<file path="src/hdl/c3x3_pkg.sv">
// Shared constants and types of the four-kernel 3x3 convolution stream.
// No dependencies; every other file of the block imports this package.
package c3x3_pkg;

  localparam int unsigned ImgSizeDef = 28;
  localparam int unsigned NumKernels = 4;
  localparam int unsigned NumTaps    = 9;
  localparam int unsigned NumWeights = NumKernels * NumTaps;

  localparam int unsigned PixW    = 8;
  localparam int unsigned WeightW = 16;
  localparam int unsigned IdxW    = 6;
  localparam int unsigned PosW    = 5;
  localparam int unsigned ProdW   = 24;
  localparam int unsigned SumW    = 28;

  // opcode of an input beat
  localparam logic OpWeight = 1'b0;
  localparam logic OpPixel  = 1'b1;

  // tap t = row * 3 + column, row 0 is the oldest image row
  typedef logic [NumTaps-1:0][PixW-1:0] window_t;

  typedef struct packed {
    logic                      is_pix;
    logic                      emit;
    logic                      last;
    logic [PosW-1:0]           out_row;
    logic [PosW-1:0]           out_col;
    logic [IdxW-1:0]           weight_index;
    logic signed [WeightW-1:0] weight_value;
  } item_meta_t;

  typedef struct packed {
    item_meta_t meta;
    window_t    win;
  } win_item_t;

endpackage

</file>
<file path="src/hdl/c3x3_if.sv">
// Stream interfaces of the convolution block: input beats and result beats.
// Depends on c3x3_pkg for field widths.
interface c3x3_in_if import c3x3_pkg::*; ();
  logic                      valid;
  logic                      ready;
  logic                      opcode;
  logic [IdxW-1:0]           weight_index;
  logic signed [WeightW-1:0] weight_value;
  logic [PixW-1:0]           pixel;

  modport source (output valid, opcode, weight_index, weight_value, pixel, input ready);
  modport sink   (input valid, opcode, weight_index, weight_value, pixel, output ready);
endinterface


</file>
<file path="src/hdl/c3x3_window.sv">
// Pixel position counters, two line stores and the 3x3 pixel window.
// Depends on c3x3_pkg and c3x3_in_if; feeds the window stage to c3x3_mac.
module c3x3_window import c3x3_pkg::*; #(
  parameter int unsigned IMG_SIZE = ImgSizeDef
) (
  input  logic       clk_i,
  input  logic       rst_ni,
  c3x3_in_if.sink    in_i,
  output logic       s2_valid_o,
  output win_item_t  s2_o,
  input  logic       s2_ready_i
);

  localparam int unsigned CW        = $clog2(IMG_SIZE);
  localparam logic [CW-1:0] LastPos   = CW'(IMG_SIZE - 1);
  localparam logic [CW-1:0] FirstFull = CW'(2);

  logic [CW-1:0] row_q, col_q;
  logic [CW-1:0] row_off, col_off;
  logic          accept, is_pix_in, r1, r2, adv1;
  item_meta_t    meta_in;

  logic            v1_q;
  item_meta_t      s1_meta_q;
  logic [PixW-1:0] s1_pix_q;
  logic [CW-1:0]   s1_addr_q;
  logic [PixW-1:0] top_q, mid_q;

  // line0 holds the previous row, line1 the row before it
  logic [PixW-1:0] line0_q [IMG_SIZE];
  logic [PixW-1:0] line1_q [IMG_SIZE];

  window_t    win_q;
  logic       v2_q;
  item_meta_t s2_meta_q;

  assign r2        = !v2_q || s2_ready_i;
  assign r1        = !v1_q || r2;
  assign in_i.ready = r1;
  assign accept    = in_i.valid && r1;
  assign is_pix_in = (in_i.opcode == OpPixel);
  assign adv1      = v1_q && r2;

  assign row_off = row_q - FirstFull;
  assign col_off = col_q - FirstFull;

  always_comb begin
    meta_in.is_pix       = is_pix_in;
    meta_in.emit         = (row_q >= FirstFull) && (col_q >= FirstFull);
    meta_in.last         = (row_q == LastPos) && (col_q == LastPos);
    meta_in.out_row      = PosW'(row_off);
    meta_in.out_col      = PosW'(col_off);
    meta_in.weight_index = in_i.weight_index;
    meta_in.weight_value = in_i.weight_value;
  end

  // raster position of the next pixel; weight beats leave it alone
  always_ff @(posedge clk_i or negedge rst_ni) begin
    if (!rst_ni) begin
      row_q <= '0;
      col_q <= '0;
    end else if (accept && is_pix_in) begin
      if (col_q == LastPos) begin
        col_q <= '0;
        row_q <= (row_q == LastPos) ? '0 : row_q + CW'(1);
      end else begin
        col_q <= col_q + CW'(1);
      end
    end
  end

  always_ff @(posedge clk_i or negedge rst_ni) begin
    if (!rst_ni) begin
      v1_q <= 1'b0;
      v2_q <= 1'b0;
    end else begin
      if (r1) begin
        v1_q <= in_i.valid;
      end
      if (r2) begin
        v2_q <= v1_q;
      end
    end
  end

  // stage 1 payload and registered line store read
  always_ff @(posedge clk_i) begin
    if (accept) begin
      s1_meta_q <= meta_in;
      s1_pix_q  <= in_i.pixel;
      s1_addr_q <= col_q;
      top_q     <= line1_q[col_q];
      mid_q     <= line0_q[col_q];
    end
  end

  // push the column down the line stores as the pixel leaves stage 1
  always_ff @(posedge clk_i) begin
    if (adv1 && s1_meta_q.is_pix) begin
      line0_q[s1_addr_q] <= s1_pix_q;
      line1_q[s1_addr_q] <= mid_q;
    end
  end

  always_ff @(posedge clk_i) begin
    if (adv1) begin
      s2_meta_q <= s1_meta_q;
      if (s1_meta_q.is_pix) begin
        for (int r = 0; r < 3; r++) begin
          win_q[r*3]     <= win_q[r*3 + 1];
          win_q[r*3 + 1] <= win_q[r*3 + 2];
        end
        win_q[2] <= top_q;
        win_q[5] <= mid_q;
        win_q[8] <= s1_pix_q;
      end
    end
  end

  assign s2_valid_o = v2_q;
  assign s2_o.meta  = s2_meta_q;
  assign s2_o.win   = win_q;

`ifndef SYNTHESIS
  a_pos_range: assert property (@(posedge clk_i) disable iff (!rst_ni)
    (row_q <= LastPos) && (col_q <= LastPos))
    else $error("pixel position beyond image");

  a_pix_moves: assert property (@(posedge clk_i) disable iff (!rst_ni)
    accept && is_pix_in |=> col_q != $past(col_q))
    else $error("column counter did not advance on a pixel beat");

  a_last_full: assert property (@(posedge clk_i) disable iff (!rst_ni)
    v1_q && s1_meta_q.is_pix && s1_meta_q.last |-> s1_meta_q.emit)
    else $error("last pixel without a full window");
`endif

endmodule

</file>
<file path="src/flat_wrapper.sv">
// flat-port wrapper written by rule: the top's interface ports become plain ports
module c3x3_window_flat import c3x3_pkg::*;
#(
  parameter int unsigned IMG_SIZE = ImgSizeDef
)
  (clk_i, rst_ni, s2_valid_o, s2_o, s2_ready_i, in_i_valid, in_i_opcode, in_i_weight_index, in_i_weight_value, in_i_pixel, in_i_ready);
  c3x3_in_if in_i_i ();
  input  logic clk_i;
  input  logic rst_ni;
  output logic s2_valid_o;
  output win_item_t s2_o;
  input  logic s2_ready_i;
  input wire logic [$bits(in_i_i.valid)-1:0] in_i_valid;
  input wire logic [$bits(in_i_i.opcode)-1:0] in_i_opcode;
  input wire logic [$bits(in_i_i.weight_index)-1:0] in_i_weight_index;
  input wire logic [$bits(in_i_i.weight_value)-1:0] in_i_weight_value;
  input wire logic [$bits(in_i_i.pixel)-1:0] in_i_pixel;
  output wire logic [$bits(in_i_i.ready)-1:0] in_i_ready;
  assign in_i_i.valid = in_i_valid;
  assign in_i_i.opcode = in_i_opcode;
  assign in_i_i.weight_index = in_i_weight_index;
  assign in_i_i.weight_value = in_i_weight_value;
  assign in_i_i.pixel = in_i_pixel;
  assign in_i_ready = in_i_i.ready;
  c3x3_window #(.IMG_SIZE(IMG_SIZE)) u_core (.clk_i(clk_i), .rst_ni(rst_ni), .in_i(in_i_i), .s2_valid_o(s2_valid_o), .s2_o(s2_o), .s2_ready_i(s2_ready_i));
endmodule
</file>
<file path="config.mk">
export PLATFORM = sky130hd
export DESIGN_NAME = c3x3_window_flat
export DESIGN_NICKNAME = d
export VERILOG_FILES = /design/src/hdl/c3x3_pkg.sv /design/src/hdl/c3x3_if.sv /design/src/hdl/c3x3_window.sv /design/src/flat_wrapper.sv
export SDC_FILE = /design/constraint.sdc
export NUM_CORES = 1
export LEC_CHECK = 0
export BUFFER_PORTS_ARGS = -buffer_cell sky130_fd_sc_hd__buf_2
export CAP_MARGIN = 15
export CORE_MARGIN = 5
export CORE_UTILIZATION = 50
export DETAILED_ROUTE_END_ITERATION = 7
export GPL_TIMING_DRIVEN = 1
export PLACE_DENSITY = 0.68
export SKIP_LAST_GASP = 1
export SLEW_MARGIN = 40
export SYNTH_ARGS = -nofsm -noshare
export SYNTH_HDL_FRONTEND = slang
export SYNTH_SLANG_ARGS = --single-unit
</file>
<file path="constraint.sdc">
create_clock -name clk_i -period 4.75 [get_ports clk_i]
set_input_delay 0.2375 -clock clk_i [delete_from_list [all_inputs] [get_ports clk_i]]
set_output_delay 0.2375 -clock clk_i [all_outputs]
set_load 0.05 [all_outputs]
</file>
After elaboration in Yosys (flattened, before gate mapping)
Memories as Yosys holds them, arrays and structs flattened. A register that Yosys moved wholly into a read port is not among the register bits.
Index checks and enable logic that the tools add are counted.

storage, ports and cells
  logic and storage cells = 55
  flip-flop bits (word level) = 167
  bits of input ports = 35
  memories kept = 2
  memory bits (writable) = 448
  output and inout bits = 109

memory list
  memory          words  bits a word  rd ports  clocked after memory_dff  wr ports  line               text
  u_core.line0_q  28     8            1         1                         1         c3x3_window.sv:30  logic [PixW-1:0] line0_q [IMG_SIZE];
  u_core.line1_q  28     8            1         1                         1         c3x3_window.sv:31  logic [PixW-1:0] line1_q [IMG_SIZE];

cells by class
  muxes and demuxes = 4
  $lt $le $gt $ge = 2
  $add $sub $neg = 4
  reduce and logical (&&, ||, !) cells = 12
  equality and inequality tests = 2

operators by type and width
  operator                                              count
  adder 5 x 1 -> 5 bit (second input constant)          2
  == test 5 bit (second input constant)                 2
  >= comparator 5 x 2 -> 1 bit (second input constant)  2
  2-to-1 mux 5 bit                                      2
  subtractor 5 x 2 -> 5 bit (second input constant)     2
  logical AND 1 bit                                     6
  AND reduction 2 bit                                   2
  zero test 1 bit                                       2
  logical OR 1 bit                                      2
  2-to-1 mux 1 bit                                      2

Logic depth before layout (Yosys ltp)
Gate-level depths: netlist of run 1.

  word-level depth = 6
  gate-level depth with buffers = 8
  mapped depth without buffers = 5

Worst setup path before layout of run 1
No wires, ideal clock.

  kind = register to register
  from = reg u_core.v2_q, in the netlist u_core.s2_valid_o
  to = mem u_core.line0_q[12][0] (enable)
  arrival time = 3.187 ns
  path buffers = 2
  setup time = 0.388 ns
  setup slack = 1.174 ns
  cell stages (with the launch flop) = 7
  data required time = 4.362 ns
  clock period less this slack = 3.576 ns
  cell sequence = dfrtp_1 nand2b_1 and3_1 buf_2 or3b_2 clkbuf_1 nor2_1

between the ends
  longest elaborated chain between the ends = 6

RTL lines
  item                                    line                text
  start, declared                         c3x3_window.sv:34   logic v2_q;
  start signal, assigned                  c3x3_window.sv:81   v2_q <= v1_q;
  zero test 1 bit                         c3x3_window.sv:37   assign r2 = !v2_q || s2_ready_i;
  logical OR 1 bit                        c3x3_window.sv:37
  logical AND 1 bit                       c3x3_window.sv:42   assign adv1 = v1_q && r2;
  logical AND 1 bit                       c3x3_window.sv:99   if (adv1 && s1_meta_q.is_pix) begin
  2-to-1 mux 1 bit                        c3x3_window.sv:99
  2-to-1 mux 1 bit (implied by the code)  c3x3_window.sv:100  line0_q[s1_addr_q] <= s1_pix_q;
  end, declared                           c3x3_window.sv:30

Every way passes these cells.

==> qor.json, run 1 <==
{
  "switching_share_pct": 28.07,
  "worstRegToRegCells": 5,
  "worstPathArrival_ns": 3.23,
  "status": "complete, no violations",
  "critPathRequiredTime_ns": 5.09,
  "timing.max_cap.violations": 0,
  "drt_drc_violations_left": 0,
  "h-tree-depth": 2,
  "worst_setup_path_endpoint": "u_core.top_q[4]",
  "numCtsBuffers": 60,
  "hold_path_class": "in2async",
  "sequential_power_share_pct": 49.6,
  "cts_root_buf": "clkbuf_16",
  "power_per_cell_area_nw_per_um2": 528.4,
  "crit_start": "u_core.col_q[0]",
  "reg2reg_end": "u_core.top_q[4]",
  "worst-setup-path-type": "reg2reg",
  "final-setup-viol-count": 0,
  "detail-route-antenna-nets": 0,
  "overflow": 0,
  "p_int_mw": 10.34,
  "area.growth.synth_to_final_pct": 17.56,
  "postSynthAreaPerCell_um2": 22.03,
  "area_enclosed_by_the_die_boundary_um2": 50660,
  "largest_family_of_logic_cells_by_synthesized_area": "multiplexers",
  "synth_simple_gate_area_share_pct": 2.234,
  "grt_start_max_net_pins": 50,
  "cts_setup_buffers": 0,
  "io-pin-count": 144,
  "synth.cell_area_um2": 23130,
  "gpl.final_weighted_congestion": 0.7802,
  "post_synth_fa_ha_maj_area_fraction_pct": 0.4327,
  "final_skew_ns": 0.03043,
  "path_max_fanout": 24,
  "route.vias.total": 11293,
  "synthXorXnorAreaFrac_pct": 0.1515,
  "first_iter_violations": 989,
  "crit-reg2reg-launch": "u_core.col_q[0]",
  "coreArea_um2": 45580,
  "io_port_bufs": 143,
  "drive_above_1_share_pct": 30.38,
  "detailedRoute.firstPassIterationCount": 5,
  "cts_tree": "built",
  "clock-sinks": 630,
  "fin_tns_setup_ns": 0,
  "routed_wl_um": 50190,
  "initial_core_util_pct": 50.75,
  "power.clock.fraction_pct": 31.5,
  "library_cell_with_the_highest_instance_count_after_synthesis": "edfxtp_1",
  "worst_path_largest_cell_delay_ns": 0.69,
  "drt-wirelength-per-cell_um": 25.66,
  "max_slew.worst_pin.slew_ns": 0.8770,
  "vdd_ir_drop_max_uv": 306.5,
  "achievable-frequency_mhz": 346.3,
  "synth-seq-cells": 630,
  "num-fill-cells": 3195,
  "cellLeakagePower_nw": 9.130,
  "synth_edf_count": 618,
  "critical-path-slowest-cell": "dfrtp_4",
  "clock_slew_at_the_register_clock_pins_of_the_worst_setup_and_hold_paths_ns": 0.06,
  "comb_power_share_pct": 18.9,
  "synth_compound_gate_area_share_pct": 3.018,
  "wire_length_of_the_first_global_routing_pass_um": 74540,
  "avgViaCountPerCell": 5.774,
  "floorplan.die.height_um": 225.1,
  "synth.distinct_cells": 48,
  "fp.dieW_um": 225.1,
  "synth_area_leaders": "edfxtp_1 80%, mux4_2 9.0%, mux2i_1 1.9%",
  "layout.nets": 1349,
  "synth_top_cell_by_area": "edfxtp_1",
  "finalCritPeriodShare_pct": 60.79,
  "finalWorstPathRequiredPeriod_ns": 2.888,
  "grt_usage_pct": 19.71,
  "synthDominantCellAreaShare_pct": 80.23,
  "antenna_cells": 0,
  "worst_slew_margin_rel_pct": 41.32,
  "insertion_delay_ns": 0.62,
  "finalMaxSlewViolations": 0,
  "grt_pass1_vias": 11432,
  "core.rowCount": 78,
  "r2r_slack_ns": 1.86,
  "setup_ws_ns": 1.862,
  "yosys-mux-area-fraction_pct": 11.39,
  "grt_setup_unrepaired": "no",
  "netlist_instances": 1050,
  "p_switching_mw": 4.033,
  "critical_path_launch_point_type": "flop",
  "path_depth": 5,
  "synthesized_net_count": 1093,
  "hpwl_after_detailed_placement_um": 31000,
  "yosysWarnings": 0,
  "worstSetupEndpointType": "flop",
  "ys.flop_type": "edfxtp_1",
  "pre_cts_slack_ns": 1.816,
  "timing_hold_violations_final": 0,
  "clk_path_buf_depth": 3,
  "seq_area_frac_synth_pct": 81.53,
  "critical_path_buf_inv_count": 2,
  "async_reset_ff_share_pct": 1.905,
  "post_synth_most_frequent_cells": "618 x edfxtp_1, 92 x mux4_2, 45 x mux2i_1",
  "critPathTopFamily": "flip-flops",
  "antenna_violations_before_repair": 0,
  "crit_chain": "buf_12, buf_4, mux4_2, a221oi_1, a21oi_1"
}
==> layout by cell type (no fill, tap or decap), drive strengths merged, types with 4 or more instances in the layout <==
master and count:
nand3b 6, buf 206, mux4 92, dfrtp 12, nand3 6, o21ai 7, ha 8, a21oi 19
inv 13, o211ai 10, a31oi 5, and2 4, nand2 37, o21a 5, mux2i 45, or3b 4
o22ai 10, clkbuf 78, edfxtp 618, clkinv 25, a211oi 11, o211a 8, mux2 10, nor2 31
a22oi 11, dlygate4sd3 34
==> sequential cells by signal, summed over array words and instances, names as in the netlist <==
register,flops
u_core.line0_q,224
u_core.s1_addr_q,5
u_core.s2_valid_o,1
u_core.row_q,5
u_core.v1_q,1
u_core.col_q,5
u_core.mid_q,8
u_core.s2_o,107
u_core.top_q,8
u_core.line1_q,224
u_core.s1_meta_q,34
u_core.s1_pix_q,8
==> through the flow <==
step / instances / hold slack [ns] / cell area, µm² / power [mW] / util, %
4_1_cts: 1956 / 0.04008 / 27180 / 14.49 / 59.64
3_5_place_dp: 1810 / 0.1389 / 24970 / 9.943 / 54.78
5_1_grt: 1956 / 0.05829 / 27190 / 14.93 / 59.66
2_1_floorplan: 1050 / -0.05809 / 23130 / 8.895 / -
3_3_place_gp: 1790 / 0.1431 / 24680 / 9.794 / 54.16
6_report: 1956 / 0.06231 / 27190 / 14.37 / 59.66
==> how the worst min path moves through the flow <==
stage	from	end	cells after the start	slack, ns
after floorplan	rst_ni	u_core.col_q[0]	0	-0.06
after global placement	rst_ni	u_core.row_q[1]	1	0.14
after detailed placement	rst_ni	u_core.row_q[1]	1	0.14
after CTS	rst_ni	u_core.row_q[1]	2	0.04
after global routing	rst_ni	u_core.col_q[4]	2	0.06
final	rst_ni	u_core.col_q[0]	2	0.06
==> cell families (layout without fill, tap and decap cells) <==
logic type | after synthesis | count (layout)
buf+inv | 55 | 361
fa+ha+maj | 8 | 8
simple gates | 107 | 107
xor+xnor | 4 | 4
mux | 147 | 147
compound gates | 99 | 99
flops | 630 | 630
==> power groups by stage <==
stage               logic [mW]  registers, mW  clock network, mW
floorplan                 1.57           7.32                  0
global placement          2.34           7.46                  0
detailed placement        2.71           7.23                  0
CTS                       2.75           7.12               4.63
global route              2.90           7.15               4.88
finish                    2.72           7.12               4.53
==> what timing repair did <==
action	4_1_cts	5_1_grt
endpoints found under the hold margin	45	0
endpoints found under the setup margin	0	0
hold buffers	34	0
resized for setup	0	0
==> metal layers <==
layer / vias up / wire [µm] / part of all wire (%) / GRT usage, %
met2: 464 / 24360 / 49 / 31.55
li1: 4861 / - / - / -
met4: 0 / 1235 / 2.5 / 6.305
met5: - / 0 / 0 / 0
met3: 70 / 3814 / 7.6 / 3.738
met1: 5898 / 20780 / 41 / 27.93
==> layout make-up <==
type	instances	area [µm²]	area share [%]
Clock buffer	78	1600	5.885
Multi-Input combinational cell	365	4013	14.76
Timing Repair Buffer	240	1650	6.069
Inverter	9	33.78	0.1242
Tap cell	600	750.7	2.761
Sequential cell	630	18870	69.38
Clock inverter	34	277.8	1.021
Power figures use the tool's default switching activity.
==> run 2, diff against run 1 <==
--- a/config.mk
+++ b/config.mk
@@ -5,13 +5,14 @@
 export SDC_FILE = /design/constraint.sdc
 export NUM_CORES = 1
 export LEC_CHECK = 0
+export ABC_AREA = 1
 export BUFFER_PORTS_ARGS = -buffer_cell sky130_fd_sc_hd__buf_2
 export CAP_MARGIN = 15
 export CORE_MARGIN = 5
 export CORE_UTILIZATION = 50
 export DETAILED_ROUTE_END_ITERATION = 7
 export GPL_TIMING_DRIVEN = 1
-export PLACE_DENSITY = 0.68
+export PLACE_DENSITY = 0.7
 export SKIP_LAST_GASP = 1
 export SLEW_MARGIN = 40
 export SYNTH_ARGS = -nofsm -noshare
==> constraint.sdc (replaced) <==
create_clock -name clk_i -period 2.6 [get_ports clk_i]
set_input_delay 0.13 -clock clk_i [delete_from_list [all_inputs] [get_ports clk_i]]
set_output_delay 0.13 -clock clk_i [all_outputs]
set_load 0.05 [all_outputs]
==> qor.json, run 2 <==
{
  "status": "complete, no violations",
  "layout.nets": 2215,
  "netlist_instances": 1948,
  "detailedRoute.firstPassIterationCount": 6,
  "hpwl_after_detailed_placement_um": 35660,
  "seq_area_frac_synth_pct": 77.13,
  "power_per_cell_area_nw_per_um2": 1015,
  "post_synth_most_frequent_cells": "618 x edfxtp_1, 603 x nand2_1, 213 x nor2_1",
  "worst-setup-path-type": "reg2reg",
  "clk_path_buf_depth": 3,
  "max_slew.worst_pin.slew_ns": 0.6879,
  "h-tree-depth": 2,
  "crit_chain": "inv_6, buf_12, nand2_1, nand2_1, o21ai_0, nor2_1, nand2_1, nor2_1, nor2_1",
  "r2r_slack_ns": 0.22,
  "critPathRequiredTime_ns": 2.98,
  "synth_area_leaders": "edfxtp_1 76%, nand2_1 9.3%, nor2_1 3.3%",
  "coreArea_um2": 48650,
  "area.growth.synth_to_final_pct": 16.00,
  "worst_slew_margin_rel_pct": 54.03,
  "critPathTopFamily": "simple AND/OR/NAND/NOR gates",
  "overflow": 0,
  "num-fill-cells": 3682,
  "yosysWarnings": 0,
  "grt_setup_unrepaired": "no",
  "hold_path_class": "in2reg",
  "critical-path-slowest-cell": "dfrtp_4",
  "io_port_bufs": 143,
  "finalMaxSlewViolations": 0,
  "grt_pass1_vias": 15038,
  "worstSetupEndpointType": "flop",
  "synth_edf_count": 618,
  "fin_tns_setup_ns": 0,
  "critical_path_buf_inv_count": 2,
  "cts_setup_buffers": 0,
  "avgViaCountPerCell": 5.413,
  "wire_length_of_the_first_global_routing_pass_um": 89850,
  "cell_area_after_layout_um2": 28360,
  "cellLeakagePower_nw": 10.85,
  "detail-route-antenna-nets": 0,
  "gpl.final_weighted_congestion": 0.9404,
  "layout.cells.most_common": "edfxtp_1",
  "postSynthAreaPerCell_um2": 12.55,
  "hold-worst-slack_ns": 0.2316,
  "vdd_ir_drop_max_uv": 941.9,
  "finalCritPeriodShare_pct": 91.44,
  "route.vias.total": 15384,
  "area_enclosed_by_the_die_boundary_um2": 53420,
  "clock_slew_at_the_register_clock_pins_of_the_worst_setup_and_hold_paths_ns": 0.06,
  "insertion_delay_ns": 0.63,
  "grt_start_max_net_pins": 106,
  "fp.dieW_um": 231.1,
  "clock-sinks": 630,
  "ys.flop_type": "edfxtp_1",
  "drt-wirelength-per-cell_um": 20.76,
  "drive_above_1_share_pct": 14.73,
  "synth_top_cell_by_area": "edfxtp_1",
  "synthDominantCellAreaShare_pct": 75.91,
  "antenna_violations_before_repair": 0,
  "cts_tree": "built",
  "initial_core_util_pct": 50.26,
  "synth-seq-cells": 630,
  "library_cell_with_the_highest_instance_count_after_synthesis": "edfxtp_1",
  "worst_path_largest_cell_delay_ns": 0.54,
  "antenna_cells": 0,
  "achievable-frequency_mhz": 420.6,
  "totalPowerFinal_mw": 28.78,
  "core.rowCount": 81,
  "critical_path_launch_point_type": "flop",
  "worstPathArrival_ns": 2.75,
  "layoutNonFillerInstCount": 2842,
  "io-pin-count": 144,
  "timing_hold_violations_final": 0,
  "cts_root_buf": "clkbuf_16",
  "final_skew_ns": 0.03031,
  "finalWorstPathRequiredPeriod_ns": 2.377,
  "path_max_fanout": 54,
  "synth.cell_area_um2": 24450,
  "first_iter_violations": 1904,
  "synthesized_net_count": 1991,
  "placement.cell_area_um2": 26210,
  "final_cell_mix": "618 x edfxtp_1, 601 x nand2_1, 195 x nor2_1, 143 x buf_2, 136 x nand3_1",
  "dp.cells": 2698,
  "drt_drc_violations_left": 0,
  "synth.distinct_cells": 27,
  "numCtsBuffers": 59,
  "timing.max_cap.violations": 0,
  "async_reset_ff_share_pct": 1.905,
  "final-setup-viol-count": 0,
  "routed_wl_um": 58990,
  "floorplan.die.height_um": 231.1,
  "grt_usage_pct": 21.96
}
==> run 2: cell types whose count changed after synthesis, sizes merged, moves of 14 or more <==
cell	change
nand2	+566
nor2	+184
nand3	+131
inv	+122
mux4	-92
o21ai	+92
mux2i	-45
buf	+25
clkbuf	+14
==> run 2: worst paths after layout <==
path	endpoint	startpoint	depth (start not counted)
worst max-delay path	u_core.top_q[1]	u_core.col_q[0]	9
worst min-delay path	u_core.s1_meta_q[14]	in_i_weight_value[14]	2
worst max register to register	u_core.top_q[1]	u_core.col_q[0]	9
worst min register to register	u_core.s2_o[103]	u_core.s1_meta_q[31]	0
max in group asynchronous	u_core.col_q[0]	rst_ni	3
min in group asynchronous	u_core.col_q[1]	rst_ni	3
==> run 2: through the flow <==
step	utilization, %	setup slack, ns
after floorplan	-	-0.8992
after global placement	53.88	0.4085
after detailed placement	53.88	0.3602
after CTS	58.29	0.3531
after global routing	58.30	0.1705
final	58.30	0.2226
==> run 2: repair_timing <==
action,CTS,global route
resized for setup,0,0
hold endpoints to repair,47,0
hold buffers,35,0
==> run 2: cells by family (layout without fill, tap and decap cells) <==
| family | after synthesis | after routing | share of synthesized area [%] |
|---|---|---|---|
| AO/OA/AOI/OAI | 127 | 127 | 2.707 |
| XOR/XNOR | 6 | 6 | 0.2149 |
| adder cells (fa/ha/maj) | 8 | 8 | 0.4094 |
| buffers and inverters | 216 | 488 | 3.951 |
| flip-flops | 630 | 630 | 77.13 |
| AND/OR/NAND/NOR | 961 | 961 | 15.58 |
==> run 2: area by class of cell <==
cell class                 instances  area, µm²  area share [%]
tap                              622      778.2           2.744
clock inverter                    34      240.2          0.8470
multi-input combinational       1102       4740           16.71
timing repair buffer             248       1683           5.934
clock buffer                      75       1556           5.488
sequential                       630      18870           66.52
inverter                         131      496.7           1.751
==> run 2: layer usage <==
| metal | GRT usage, % | up-vias | wire (µm) |
|---|---|---|---|
| li1 | - | 7071 | - |
| met2 | 35.78 | 785 | 28150 |
| met1 | 29.31 | 7401 | 22730 |
| met3 | 4.582 | 127 | 5601 |
| met5 | 0 | - | 0 |
| met4 | 8.767 | 0 | 2509 |
==> run 2: worst register-to-register path, cell delays in order, from the launching register on <==
cell	delay [ns]
dfrtp_4	0.54
inv_6	0.40
buf_12	0.34
nand2_1	0.13
nand2_1	0.07
o21ai_0	0.10
nor2_1	0.14
nand2_1	0.06
nor2_1	0.29
nor2_1	0.07
==> run 2: report_power, final <==
group	total (mW)	switching [mW]	leakage [nW]	internal, mW
clock network	8.04	3.62	0.882	4.43
logic	7.74	5.80	4.19	1.94
registers	13.0	0.417	5.77	12.6
==> run 3, diff against run 2 <==
--- a/config.mk
+++ b/config.mk
@@ -6,13 +6,13 @@
 export NUM_CORES = 1
 export LEC_CHECK = 0
 export ABC_AREA = 1
-export BUFFER_PORTS_ARGS = -buffer_cell sky130_fd_sc_hd__buf_2
+export BUFFER_PORTS_ARGS = -buffer_cell sky130_fd_sc_hd__buf_4
 export CAP_MARGIN = 15
 export CORE_MARGIN = 5
 export CORE_UTILIZATION = 50
 export DETAILED_ROUTE_END_ITERATION = 7
 export GPL_TIMING_DRIVEN = 1
-export PLACE_DENSITY = 0.7
+export PLACE_DENSITY = 0.68
 export SKIP_LAST_GASP = 1
 export SLEW_MARGIN = 40
 export SYNTH_ARGS = -nofsm -noshare
==> constraint.sdc (replaced) <==
create_clock -name clk_i -period 2.51 [get_ports clk_i]
set_input_delay 0.1255 -clock clk_i [delete_from_list [all_inputs] [get_ports clk_i]]
set_output_delay 0.1255 -clock clk_i [all_outputs]
set_load 0.05 [all_outputs]
==> qor.json, run 3 (same netlist as run 2, synthesis figures left out) <==
{
  "path_max_fanout": 52,
  "floorplan.die.height_um": 231.1,
  "clock_slew_at_the_register_clock_pins_of_the_worst_setup_and_hold_paths_ns": 0.06,
  "hpwl_after_detailed_placement_um": 35180,
  "grt_start_max_net_pins": 102,
  "pre_cts_slack_ns": 0.3526,
  "crit-reg2reg-launch": "u_core.col_q[0]",
  "routed_wl_um": 59500,
  "area.growth.synth_to_final_pct": 18.25,
  "layout.nets": 2215,
  "grt_pass1_vias": 15019,
  "core.rowCount": 81,
  "fp.dieW_um": 231.1,
  "h-tree-depth": 2,
  "finalCritPeriodShare_pct": 87.91,
  "r2r_slack_ns": 0.30,
  "achievable-frequency_mhz": 453.2,
  "hold-worst-slack_ns": 0.2319,
  "final-setup-viol-count": 0,
  "io-pin-count": 144,
  "worst_slew_margin_rel_pct": 54.03,
  "layout.cells.most_common": "edfxtp_1",
  "insertion_delay_ns": 0.63,
  "final_skew_ns": 0.02177,
  "cts_root_buf": "clkbuf_16",
  "worstPathArrival_ns": 2.55,
  "worst-setup-path-type": "reg2reg",
  "coreArea_um2": 48650,
  "dp.cells": 2696,
  "worstRegToRegCells": 9,
  "area_enclosed_by_the_die_boundary_um2": 53420,
  "numCtsBuffers": 61,
  "first_iter_violations": 1645,
  "layoutNonFillerInstCount": 2844,
  "initial_core_util_pct": 50.26,
  "timing_hold_violations_final": 0,
  "hold_path_end": "u_core.s1_pix_q[2]",
  "final_cell_mix": "618 x edfxtp_1, 601 x nand2_1, 200 x buf_4, 195 x nor2_1, 136 x nand3_1",
  "setup_ws_ns": 0.3033,
  "clock-sinks": 630,
  "postCtsHoldBufs": 35,
  "hold_path_class": "in2reg",
  "io_port_bufs": 143,
  "detailedRoute.firstPassIterationCount": 6,
  "reg2reg_end": "u_core.top_q[3]",
  "holdCritStartpoint": "in_i_pixel[2]",
  "timing.max_cap.violations": 0,
  "max_slew.worst_pin.slew_ns": 0.6880,
  "avgViaCountPerCell": 5.382,
  "critical_path_launch_point_type": "flop",
  "antenna_violations_before_repair": 1,
  "cts.repair.resized": 0,
  "grt_setup_unrepaired": "no",
  "worstSetupEndpointType": "flop",
  "clk_path_buf_depth": 3,
  "gpl.final_weighted_congestion": 0.9127,
  "wire_length_of_the_first_global_routing_pass_um": 90250,
  "finalWorstPathRequiredPeriod_ns": 2.207,
  "detail-route-antenna-nets": 0,
  "num-fill-cells": 3729,
  "power_per_cell_area_nw_per_um2": 1060,
  "cts_tree": "built",
  "overflow": 0,
  "drive_above_1_share_pct": 15.04,
  "cts_setup_buffers": 0,
  "status": "complete, no violations",
  "cellLeakagePower_nw": 11.05,
  "hold_depth": 2,
  "vdd_ir_drop_max_uv": 934.3,
  "grt_usage_pct": 22.03,
  "finalMaxSlewViolations": 0,
  "drt-wirelength-per-cell_um": 20.92,
  "drt_drc_violations_left": 0,
  "totalPowerFinal_mw": 30.65,
  "critPathRequiredTime_ns": 2.85,
  "route.vias.total": 15307
}
[run 3: changes by cell type in the layout (fill, tap and decap cells not counted), moves of 2 or more]
cell        before  now
buf_2          143    0
bufinv_16        2    6
buf_12           7   10
clkbuf_8         2    0
inv_6            1    3
clkinvlp_4       1    4
clkinv_8         2    0
clkbuf_16       59   63
clkinv_1        16   11
buf_4           62  200
[run 3: worst max-delay path: stages, from the launching register on]
cell and delay (ns):
dfrtp_4 0.55, inv_6 0.31, buf_12 0.30, nand2_1 0.08, nand3_1 0.07, nand2_1 0.07, nand2_1 0.07, nand3_1 0.08
nor2_1 0.24, nor2_1 0.13
[run 3: layout make-up]
| cell class | count | area, µm² | area share (%) |
|---|---|---|---|
| clock inverter | 36 | 335.3 | 1.160 |
| sequential | 630 | 18870 | 65.26 |
| antenna | 1 | 2.502 | 0.008655 |
| tap | 622 | 778.2 | 2.692 |
| multi-input combinational | 1102 | 4740 | 16.39 |
| inverter | 131 | 500.5 | 1.731 |
| timing repair buffer | 246 | 2063 | 7.136 |
| clock buffer | 76 | 1625 | 5.622 |
[run 3: power breakdown]
group	switching, mW	internal (mW)	total [mW]	leakage, nW
registers	0.412	13.0	13.4	5.77
logic	6.03	2.20	8.23	4.32
clock network	3.79	5.19	8.98	0.958
[run 3: per-layer routing]
layer  part of all wire (%)  vias up  global-route usage (%)
li1                       -     7070                       -
met1                     40     7447                   29.24
met2                     50      683                   37.25
met3                    7.5      107                   3.920
met4                    3.1        0                   7.411
met5                      0        -                       0
[run 3: through the flow]
step / util [%] / setup TNS [ns] / area (µm²)
3_3_place_gp: 54.67 / 0 / 26590
2_1_floorplan: - / -413.64 / 24570
5_1_grt: 59.43 / 0 / 28910
3_5_place_dp: 54.67 / 0 / 26590
4_1_cts: 59.42 / 0 / 28910
6_report: 59.43 / 0 / 28910
[run 3: worst max path at each step]
stage / startpoint / to / slack, ns / cells past startpoint
finish: u_core.col_q[0] / u_core.top_q[3] / 0.30 / 9
detailed placement: u_core.col_q[0] / u_core.top_q[5] / 0.35 / 9
floorplan: u_core.s2_valid_o / u_core.line0_q[10][0] / -0.99 / 5
global route: u_core.col_q[0] / u_core.top_q[5] / 0.17 / 9
CTS: u_core.col_q[0] / u_core.top_q[5] / 0.33 / 9
global placement: u_core.col_q[0] / u_core.top_q[5] / 0.35 / 9
